<file path="config.mk">
export PLATFORM = sky130hd
export DESIGN_NAME = bounded_positional_record_list_top
export DESIGN_NICKNAME = d
export VERILOG_FILES = /design/src/rtl/core/bprl_pkg.sv /design/src/rtl/core/bounded_positional_record_list_top.sv /design/src/rtl/core/bprl_cell.sv /design/src/rtl/core/bprl_chain.sv
export SDC_FILE = /design/constraint.sdc
export NUM_CORES = 2
export LEC_CHECK = 0
export BUFFER_PORTS_ARGS = -buffer_cell sky130_fd_sc_hd__buf_2
export CAP_MARGIN = 30
export CORE_ASPECT_RATIO = 2
export CORE_MARGIN = 1
export CORE_UTILIZATION = 60
export DETAILED_ROUTE_END_ITERATION = 8
export GPL_TIMING_DRIVEN = 0
export PLACE_DENSITY = 0.84
export SLEW_MARGIN = 15
export SYNTH_ARGS = -nofsm -noshare
export SYNTH_HDL_FRONTEND = slang
export SYNTH_HIERARCHICAL = 1
export SYNTH_SLANG_ARGS = --single-unit
</file>
<file path="constraint.sdc">
create_clock -name clk -period 49.4 [get_ports clk]
set_clock_uncertainty 0.15 [all_clocks]
set_input_delay 7.41 -clock clk [delete_from_list [all_inputs] [get_ports clk]]
set_output_delay 7.41 -clock clk [all_outputs]
set_load 0.01 [all_outputs]
</file>
<file path="src/rtl/core/bprl_pkg.sv">
`timescale 1ns / 1ps

package bprl_pkg;

    localparam int IN_BITS  = 80;
    localparam int OUT_BITS = 80;

    typedef struct packed {
        logic [31:0]        name_tag;
        logic               good_flag;
        logic signed [31:0] price;
    } record_t;

    // Input request, last field in the lowest bits.
    typedef struct packed {
        logic [6:0]         pad;
        logic signed [31:0] price;
        logic               good_flag;
        logic [31:0]        name_tag;
        logic [4:0]         position;
        logic [2:0]         operation;
    } cmd_t;

    // Result, last field in the lowest bits.
    typedef struct packed {
        logic [4:0]         removed_count;
        logic               position_valid;
        logic               list_full;
        logic               list_empty;
        logic [4:0]         entry_count;
        logic signed [31:0] entry_price;
        logic               entry_good;
        logic [31:0]        entry_name;
        logic [1:0]         status;
    } result_t;

    typedef enum logic [2:0] {
        OP_APPEND = 3'd0,
        OP_INSERT = 3'd1,
        OP_DELETE = 3'd2,
        OP_PURGE  = 3'd3,
        OP_CLEAR  = 3'd4,
        OP_READ   = 3'd5
    } op_t;

    typedef enum logic [1:0] {
        ST_DONE    = 2'd0,
        ST_FULL    = 2'd1,
        ST_INVALID = 2'd2
    } status_t;

    typedef enum logic [1:0] {
        SH_NOP,
        SH_INSERT,
        SH_DELETE
    } shift_t;

    typedef enum logic [1:0] {
        S_IDLE,
        S_EXEC,
        S_SCAN,
        S_FINISH
    } state_t;

    localparam logic [4:0] LIMIT_RESET = 5'd16;

endpackage

</file>
<file path="src/rtl/core/bounded_positional_record_list_top.sv">
`timescale 1ns / 1ps

// Ordered list of up to CAPACITY records held in a row of cells that shift
// toward or away from a position. A request is latched when taken and
// executed in S_EXEC; append, insert, delete, clear and read wait there
// until the output register is free and then load their result. A purge
// visits one record per cycle through the single read port of the cell row,
// comparing it and, if it falls below the threshold, shifting the tail down
// in place, and loads its result from S_FINISH. The next request is taken
// as soon as the block is back at rest, even while the last result still
// waits in the output register.
module bounded_positional_record_list_top #(
    parameter int CAPACITY = 16
) (
    input  logic                          clk,
    input  logic                          rst_n,
    // operation[2:0], position[7:3], name_tag[39:8], good_flag[40],
    // price[72:41], zero fill up to bit 79
    input  logic [bprl_pkg::IN_BITS-1:0]  s_tdata,
    input  logic                          s_tvalid,
    output logic                          s_tready,
    // status[1:0], entry_name[33:2], entry_good[34], entry_price[66:35],
    // entry_count[71:67], list_empty[72], list_full[73], position_valid[74],
    // removed_count[79:75]
    output logic [bprl_pkg::OUT_BITS-1:0] m_tdata,
    output logic                          m_tvalid,
    input  logic                          m_tready,
    input  logic [4:0]                    cfg_data,
    input  logic                          cfg_valid,
    output logic                          cfg_ready
);
    import bprl_pkg::*;

    localparam int CW = $clog2(CAPACITY + 1);
    localparam int IW = (CAPACITY > 1) ? $clog2(CAPACITY) : 1;
    localparam int W  = (CW > 5) ? CW : 5;

    state_t state_reg, state_next;

    cmd_t    cmd_reg;
    cmd_t    s_cmd;
    logic [CW-1:0] count_reg, count_next;
    logic [CW-1:0] scan_reg, scan_next;
    logic [CW-1:0] removed_reg, removed_next;
    logic          valid_reg, valid_next;
    logic [4:0]    limit_reg;
    logic          m_tvalid_reg, m_tvalid_next;
    result_t       out_reg, out_next;

    shift_t        chain_kind;
    logic [IW-1:0] chain_idx;
    record_t       wr_rec;
    record_t       rd_rec;

    logic [W-1:0]  count_w, lim_w, cap_w, lim_eff, pos_w;
    logic          room, pos_ok, out_free, scan_end, below;

    assign s_cmd     = cmd_t'(s_tdata);
    assign s_tready  = (state_reg == S_IDLE);
    assign cfg_ready = 1'b1;
    assign m_tvalid  = m_tvalid_reg;
    assign m_tdata   = out_reg;

    assign out_free = !m_tvalid_reg || m_tready;
    assign count_w  = W'(count_reg);
    assign lim_w    = W'(limit_reg);
    assign cap_w    = W'(CAPACITY);
    assign lim_eff  = (lim_w > cap_w) ? cap_w : lim_w;
    assign pos_w    = W'(cmd_reg.position);
    assign room     = count_w < lim_eff;
    assign pos_ok   = pos_w < count_w;
    assign scan_end = scan_reg >= count_reg;
    assign below    = rd_rec.price < cmd_reg.price;

    assign wr_rec.name_tag  = cmd_reg.name_tag;
    assign wr_rec.good_flag = cmd_reg.good_flag;
    assign wr_rec.price     = cmd_reg.price;

    bprl_chain #(
        .CAPACITY (CAPACITY),
        .IW       (IW)
    ) u_chain (
        .clk    (clk),
        .kind   (chain_kind),
        .idx    (chain_idx),
        .wr_rec (wr_rec),
        .rd_rec (rd_rec)
    );

    always_comb
    begin
        state_next = state_reg;
        unique case (state_reg)
            S_IDLE:
            begin
                if (s_tvalid)
                begin
                    state_next = S_EXEC;
                end
            end
            S_EXEC:
            begin
                if (cmd_reg.operation == OP_PURGE)
                begin
                    state_next = S_SCAN;
                end
                else if (out_free)
                begin
                    state_next = S_IDLE;
                end
            end
            S_SCAN:
            begin
                if (scan_end)
                begin
                    state_next = S_FINISH;
                end
            end
            S_FINISH:
            begin
                if (out_free)
                begin
                    state_next = S_IDLE;
                end
            end
            default:
            begin
                state_next = S_IDLE;
            end
        endcase
    end

    always_comb
    begin
        logic [1:0]    st;
        logic [CW-1:0] rem;
        record_t       ent;
        logic          load;

        st            = ST_DONE;
        rem           = '0;
        ent           = '0;
        load          = 1'b0;
        chain_kind    = SH_NOP;
        chain_idx     = pos_w[IW-1:0];
        count_next    = count_reg;
        scan_next     = scan_reg;
        removed_next  = removed_reg;
        valid_next    = valid_reg;
        m_tvalid_next = m_tvalid_reg && !m_tready;
        out_next      = out_reg;

        unique case (state_reg)
            S_EXEC:
            begin
                if (cmd_reg.operation == OP_PURGE)
                begin
                    scan_next    = '0;
                    removed_next = '0;
                    valid_next   = pos_ok;
                end
                else if (out_free)
                begin
                    load = 1'b1;
                    unique case (cmd_reg.operation)
                        OP_APPEND:
                        begin
                            if (!room)
                            begin
                                st = ST_FULL;
                            end
                            else
                            begin
                                chain_kind = SH_INSERT;
                                chain_idx  = count_reg[IW-1:0];
                                count_next = count_reg + 1'b1;
                            end
                        end
                        OP_INSERT:
                        begin
                            // Fullness is checked before the position.
                            if (!room)
                            begin
                                st = ST_FULL;
                            end
                            else if (pos_w > count_w)
                            begin
                                st = ST_INVALID;
                            end
                            else
                            begin
                                chain_kind = SH_INSERT;
                                count_next = count_reg + 1'b1;
                            end
                        end
                        OP_DELETE:
                        begin
                            if (!pos_ok)
                            begin
                                st = ST_INVALID;
                            end
                            else
                            begin
                                chain_kind = SH_DELETE;
                                count_next = count_reg - 1'b1;
                                rem        = CW'(1);
                            end
                        end
                        OP_CLEAR:
                        begin
                            rem        = count_reg;
                            count_next = '0;
                        end
                        OP_READ:
                        begin
                            if (!pos_ok)
                            begin
                                st = ST_INVALID;
                            end
                            else
                            begin
                                ent = rd_rec;
                            end
                        end
                        default:
                        begin
                            st = ST_DONE;
                        end
                    endcase
                    valid_next = pos_ok;
                end
            end
            S_SCAN:
            begin
                chain_idx = scan_reg[IW-1:0];
                if (!scan_end)
                begin
                    if (below)
                    begin
                        // Shift the tail down; the same slot is looked at again.
                        chain_kind   = SH_DELETE;
                        count_next   = count_reg - 1'b1;
                        removed_next = removed_reg + 1'b1;
                    end
                    else
                    begin
                        scan_next = scan_reg + 1'b1;
                    end
                end
            end
            S_FINISH:
            begin
                if (out_free)
                begin
                    load = 1'b1;
                    rem  = removed_reg;
                end
            end
            default:
            begin
                load = 1'b0;
            end
        endcase

        if (load)
        begin
            m_tvalid_next           = 1'b1;
            out_next.status         = st;
            out_next.entry_name     = ent.name_tag;
            out_next.entry_good     = ent.good_flag;
            out_next.entry_price    = ent.price;
            out_next.entry_count    = 5'(count_next);
            out_next.list_empty     = (count_next == '0);
            out_next.list_full      = (W'(count_next) >= lim_eff);
            out_next.position_valid = valid_next;
            out_next.removed_count  = 5'(rem);
        end
    end

    always_ff @(posedge clk or negedge rst_n)
    begin
        if (!rst_n)
        begin
            state_reg    <= S_IDLE;
            count_reg    <= '0;
            scan_reg     <= '0;
            removed_reg  <= '0;
            valid_reg    <= 1'b0;
            limit_reg    <= LIMIT_RESET;
            m_tvalid_reg <= 1'b0;
        end
        else
        begin
            state_reg    <= state_next;
            count_reg    <= count_next;
            scan_reg     <= scan_next;
            removed_reg  <= removed_next;
            valid_reg    <= valid_next;
            m_tvalid_reg <= m_tvalid_next;
            if (cfg_valid && cfg_ready)
            begin
                limit_reg <= cfg_data;
            end
        end
    end

    always_ff @(posedge clk)
    begin
        out_reg <= out_next;
        if (s_tvalid && s_tready)
        begin
            cmd_reg <= s_cmd;
        end
    end

endmodule

</file>
<file path="src/rtl/core/bprl_cell.sv">
`timescale 1ns / 1ps

module bprl_cell #(
    parameter int IDX = 0,
    parameter int IW  = 4
) (
    input  logic              clk,
    input  bprl_pkg::shift_t  kind,
    input  logic [IW-1:0]     idx,
    input  bprl_pkg::record_t wr_rec,
    input  bprl_pkg::record_t left_rec,
    input  bprl_pkg::record_t right_rec,
    output bprl_pkg::record_t rec
);
    import bprl_pkg::*;

    localparam logic [IW-1:0] MY_IDX = IW'(IDX);

    record_t rec_reg;
    record_t rec_next;

    always_comb
    begin
        rec_next = rec_reg;
        case (kind)
            SH_INSERT:
            begin
                if (MY_IDX == idx)
                begin
                    rec_next = wr_rec;
                end
                else if (MY_IDX > idx)
                begin
                    rec_next = left_rec;
                end
            end
            SH_DELETE:
            begin
                if (MY_IDX >= idx)
                begin
                    rec_next = right_rec;
                end
            end
            default:
            begin
                rec_next = rec_reg;
            end
        endcase
    end

    always_ff @(posedge clk)
    begin
        rec_reg <= rec_next;
    end

    assign rec = rec_reg;

endmodule

</file>
<file path="src/rtl/core/bprl_chain.sv">
`timescale 1ns / 1ps

module bprl_chain #(
    parameter int CAPACITY = 16,
    parameter int IW       = 4
) (
    input  logic              clk,
    input  bprl_pkg::shift_t  kind,
    input  logic [IW-1:0]     idx,
    input  bprl_pkg::record_t wr_rec,
    output bprl_pkg::record_t rd_rec
);
    import bprl_pkg::*;

    record_t cells [CAPACITY];

    genvar g;
    generate
        for (g = 0; g < CAPACITY; g++)
        begin : g_cell
            record_t left_rec;
            record_t right_rec;

            if (g == 0)
            begin : g_first
                assign left_rec = wr_rec;
            end
            else
            begin : g_mid_l
                assign left_rec = cells[g-1];
            end

            // The last cell has nothing to its right; what it holds after a
            // delete lies beyond the count and is never read.
            if (g == CAPACITY - 1)
            begin : g_last
                assign right_rec = cells[g];
            end
            else
            begin : g_mid_r
                assign right_rec = cells[g+1];
            end

            bprl_cell #(
                .IDX (g),
                .IW  (IW)
            ) u_cell (
                .clk       (clk),
                .kind      (kind),
                .idx       (idx),
                .wr_rec    (wr_rec),
                .left_rec  (left_rec),
                .right_rec (right_rec),
                .rec       (cells[g])
            );
        end
    endgenerate

    assign rd_rec = cells[idx];

endmodule
</file>
==> results.md <==
* Status: complete, no violations
* Max-slew violations at 0
* DRC at 0
* FF/Latch Area at 36400 µm²
* Required @ worst endpoint at 49.76 ns
* Unrepaired setup endpoints after global routing: no
* Seq/Total Area, Yosys at 52.2%
* Ys flop type: edfxtp_1
* Antenna violation net count after detailed routing at 0
* CP delay by family, top: buffers and inverters
* Max_cap viols at 0
* Core Util, Final at 67.8%
* Post-synth EDFFs at 1193
* Post-DR wirelength/cell at 30.5 µm
* DR pass1 iterations at 8
* Rel. slew slack at 29.7%
* IO Port Bufs at 164
* Postcts setup bufs at 0
* Via count at 53643
* Max reg flops at 1040
* WP buf/inv at 13
* Pwr Density at 51.4 nW/µm²
* Largest net degree at the start of global routing at 41
* Worst Max-Slew Pin Slew at 1.06 ns
* Deepest clock path buffer count at 3
* Starting Density at 60.5%
* GPL Wtd Cong at 0.957
* Post-DP HPWL at 172000 µm
* Non-filler cells, final at 7713
* Crit path top cell by count: buf_2
* Fin Setup TNS at 0 ns
* Yosys reg bits at 1217
* Number of distinct library cells after synthesis at 74
* Die span in x at 243 µm
* Period utilization at 35.3%
* Yosys top cell area share at 51.4%
* Post-Syn Area at 69700 µm²
* Leak pwr at 28.4 nW
* CTS Sinks at 1217
* Fmax achieved at 57.3 MHz
* Yosys top cell by area: edfxtp_1
* Clock-pin slew on the worst setup and hold paths at 0.07 ns
* Ratio of cells with drive above 1 in the final layout at 15.6%
* Vias in the first global route at 55662
* Hold WS at 0.358 ns
* Yosys warning count at 6
* Fill cells at 8031
* Top Ports at 173
* # nets final at 6244
* DR vias/cell at 6.95
* Async S/R FF share, synth at 1.97%
* Antenna violations before repair at 14
* Maximum vdd drop at 0.0397 mV
* Critical path arrival at 17.82 ns
* Hold Path Class: flop to flop
* Fin. Hold Viols at 0
* CORE AREA at 115000 µm²
* Full die area at 118000 µm²
* CP Class: primary input to flop
* Global-route wire length before repair at 343000 µm
* Design area at 78100 µm²
* Setup crit start kind: primary input
* Total track usage at 39.6%
* Grt ovf at 0
* Most common cell in the synthesized netlist: edfxtp_1
* Final Critical Period at 17.46 ns
* Area of the multi-input gates at 30100 µm²
* Dpl cells at 7497
* Post_cts resized at 0
* H-tree levels at 3
* Mapped Nets at 5871
* Worst-path fanout max at 30
* Syn Inst Count at 5723
* Syn_area_per_cell at 12.2 µm²
* Root buffer cell: clkbuf_16
* Syn-to-layout area delta at 11.9%
* Std cell rows at 176
* Crit-path max cell delay at 0.81 ns
* 1st-iter DRT viols at 5968
* TritonCTS Buffers at 109
* CTS tree: built
* Setup Viol. Count Final at 0
* Placed Area at 74300 µm²
* Commonest cells in the synthesized netlist: edfxtp_1, mux2i_1, a21oi_1
* Crit end category: flop
* Main area contributors after synthesis: edfxtp_1, mux2i_1, mux4_2, a21oi_1, nor2_1
* Drt total wl at 235000 µm
* Worst skew pair latency at 0.78 ns
* DIE HEIGHT at 484 µm
* Post-CTS Hold Fix Bufs at 0
* Slowest cell on crit path: clkbuf_2
[logic make-up after synthesis]
| group | count (synthesis) | synth area share, % |
|---|---|---|
| simple gates | 1333 | 8.07 |
| mux | 1304 | 23.4 |
| compound gates | 1296 | 10.1 |
| flops | 1217 | 52.2 |
| buf+inv | 498 | 4.97 |
| fa+ha+maj | 59 | 1.06 |
| xor+xnor | 15 | 0.188 |
| other cells | 1 | 0.00538 |
[placed cells by master (no fill, tap or decap), drive strengths merged, types with 23 or more instances in the layout]
| master | count |
|---|---|
| a21oi | 1013 |
| clkinv | 43 |
| dfrtp | 23 |
| o21ai | 89 |
| inv | 56 |
| mux2i | 1040 |
| buf | 495 |
| and2 | 70 |
| nor2 | 999 |
| clkbuf | 344 |
| edfxtp | 1193 |
| mux4 | 260 |
| a22oi | 135 |
| nand2b | 27 |
| nand2 | 163 |
| ha | 58 |
[path summary, 6_finish.rpt]
kind	end	startpoint	depth (start not counted)	slack, ns
hold reg to reg	lim_w[0]$_DFFE_PN0P_	lim_w[0]$_DFFE_PN0P_	1	0.36
max in group asynchronous	count_reg[0]$_DFF_PN0_	rst_n	1	42.13
setup / recovery	u_chain/g_cell[4].u_cell/rec[33]$_DFFE_PP_	m_tready	31	31.94
setup reg to reg	u_chain/g_cell[4].u_cell/rec[33]$_DFFE_PP_	lim_w[4]$_DFFE_PN1P_	35	37.12
hold / removal	lim_w[0]$_DFFE_PN0P_	lim_w[0]$_DFFE_PN0P_	1	0.36
min in group asynchronous	lim_w[3]$_DFFE_PN0P_	rst_n	1	6.53
[final cells by class]
cell class	instances	area share [%]
Sequential cell	1217	46.7
Multi-Input combinational cell	4008	38.6
Buffer	445	4.20
Clock buffer	132	3.78
Timing Repair Buffer	262	3.14
Tap cell	1513	2.43
Clock inverter	71	0.938
Inverter	53	0.258
Antenna cell	12	0.0385
[per-stage QoR]
| step | power [mW] | setup slack (ns) |
|---|---|---|
| global placement | 2.97 | 8.38 |
| finish | 4.01 | 31.94 |
| global route | 4.11 | 32.01 |
| detailed placement | 3.05 | 31.78 |
| CTS | 3.95 | 32.57 |
| floorplan | 2.49 | 24.17 |
[per-layer routing]
| layer | routed length (µm) | global-route usage (%) |
|---|---|---|
| met3 | 23200 | 10.2 |
| met4 | 26400 | 37.9 |
| met5 | 33 | 0 |
| met1 | 68400 | 38.4 |
| met2 | 117000 | 67.5 |
[power by group]
group          switching (mW)  internal [mW]  leakage, nW
Clock                   0.413          0.498         1.78
Sequential              0.110           1.29         11.1
Combinational           0.987          0.707         15.5
Total                    1.51           2.50         28.4
(Power assumes the default switching activity.)
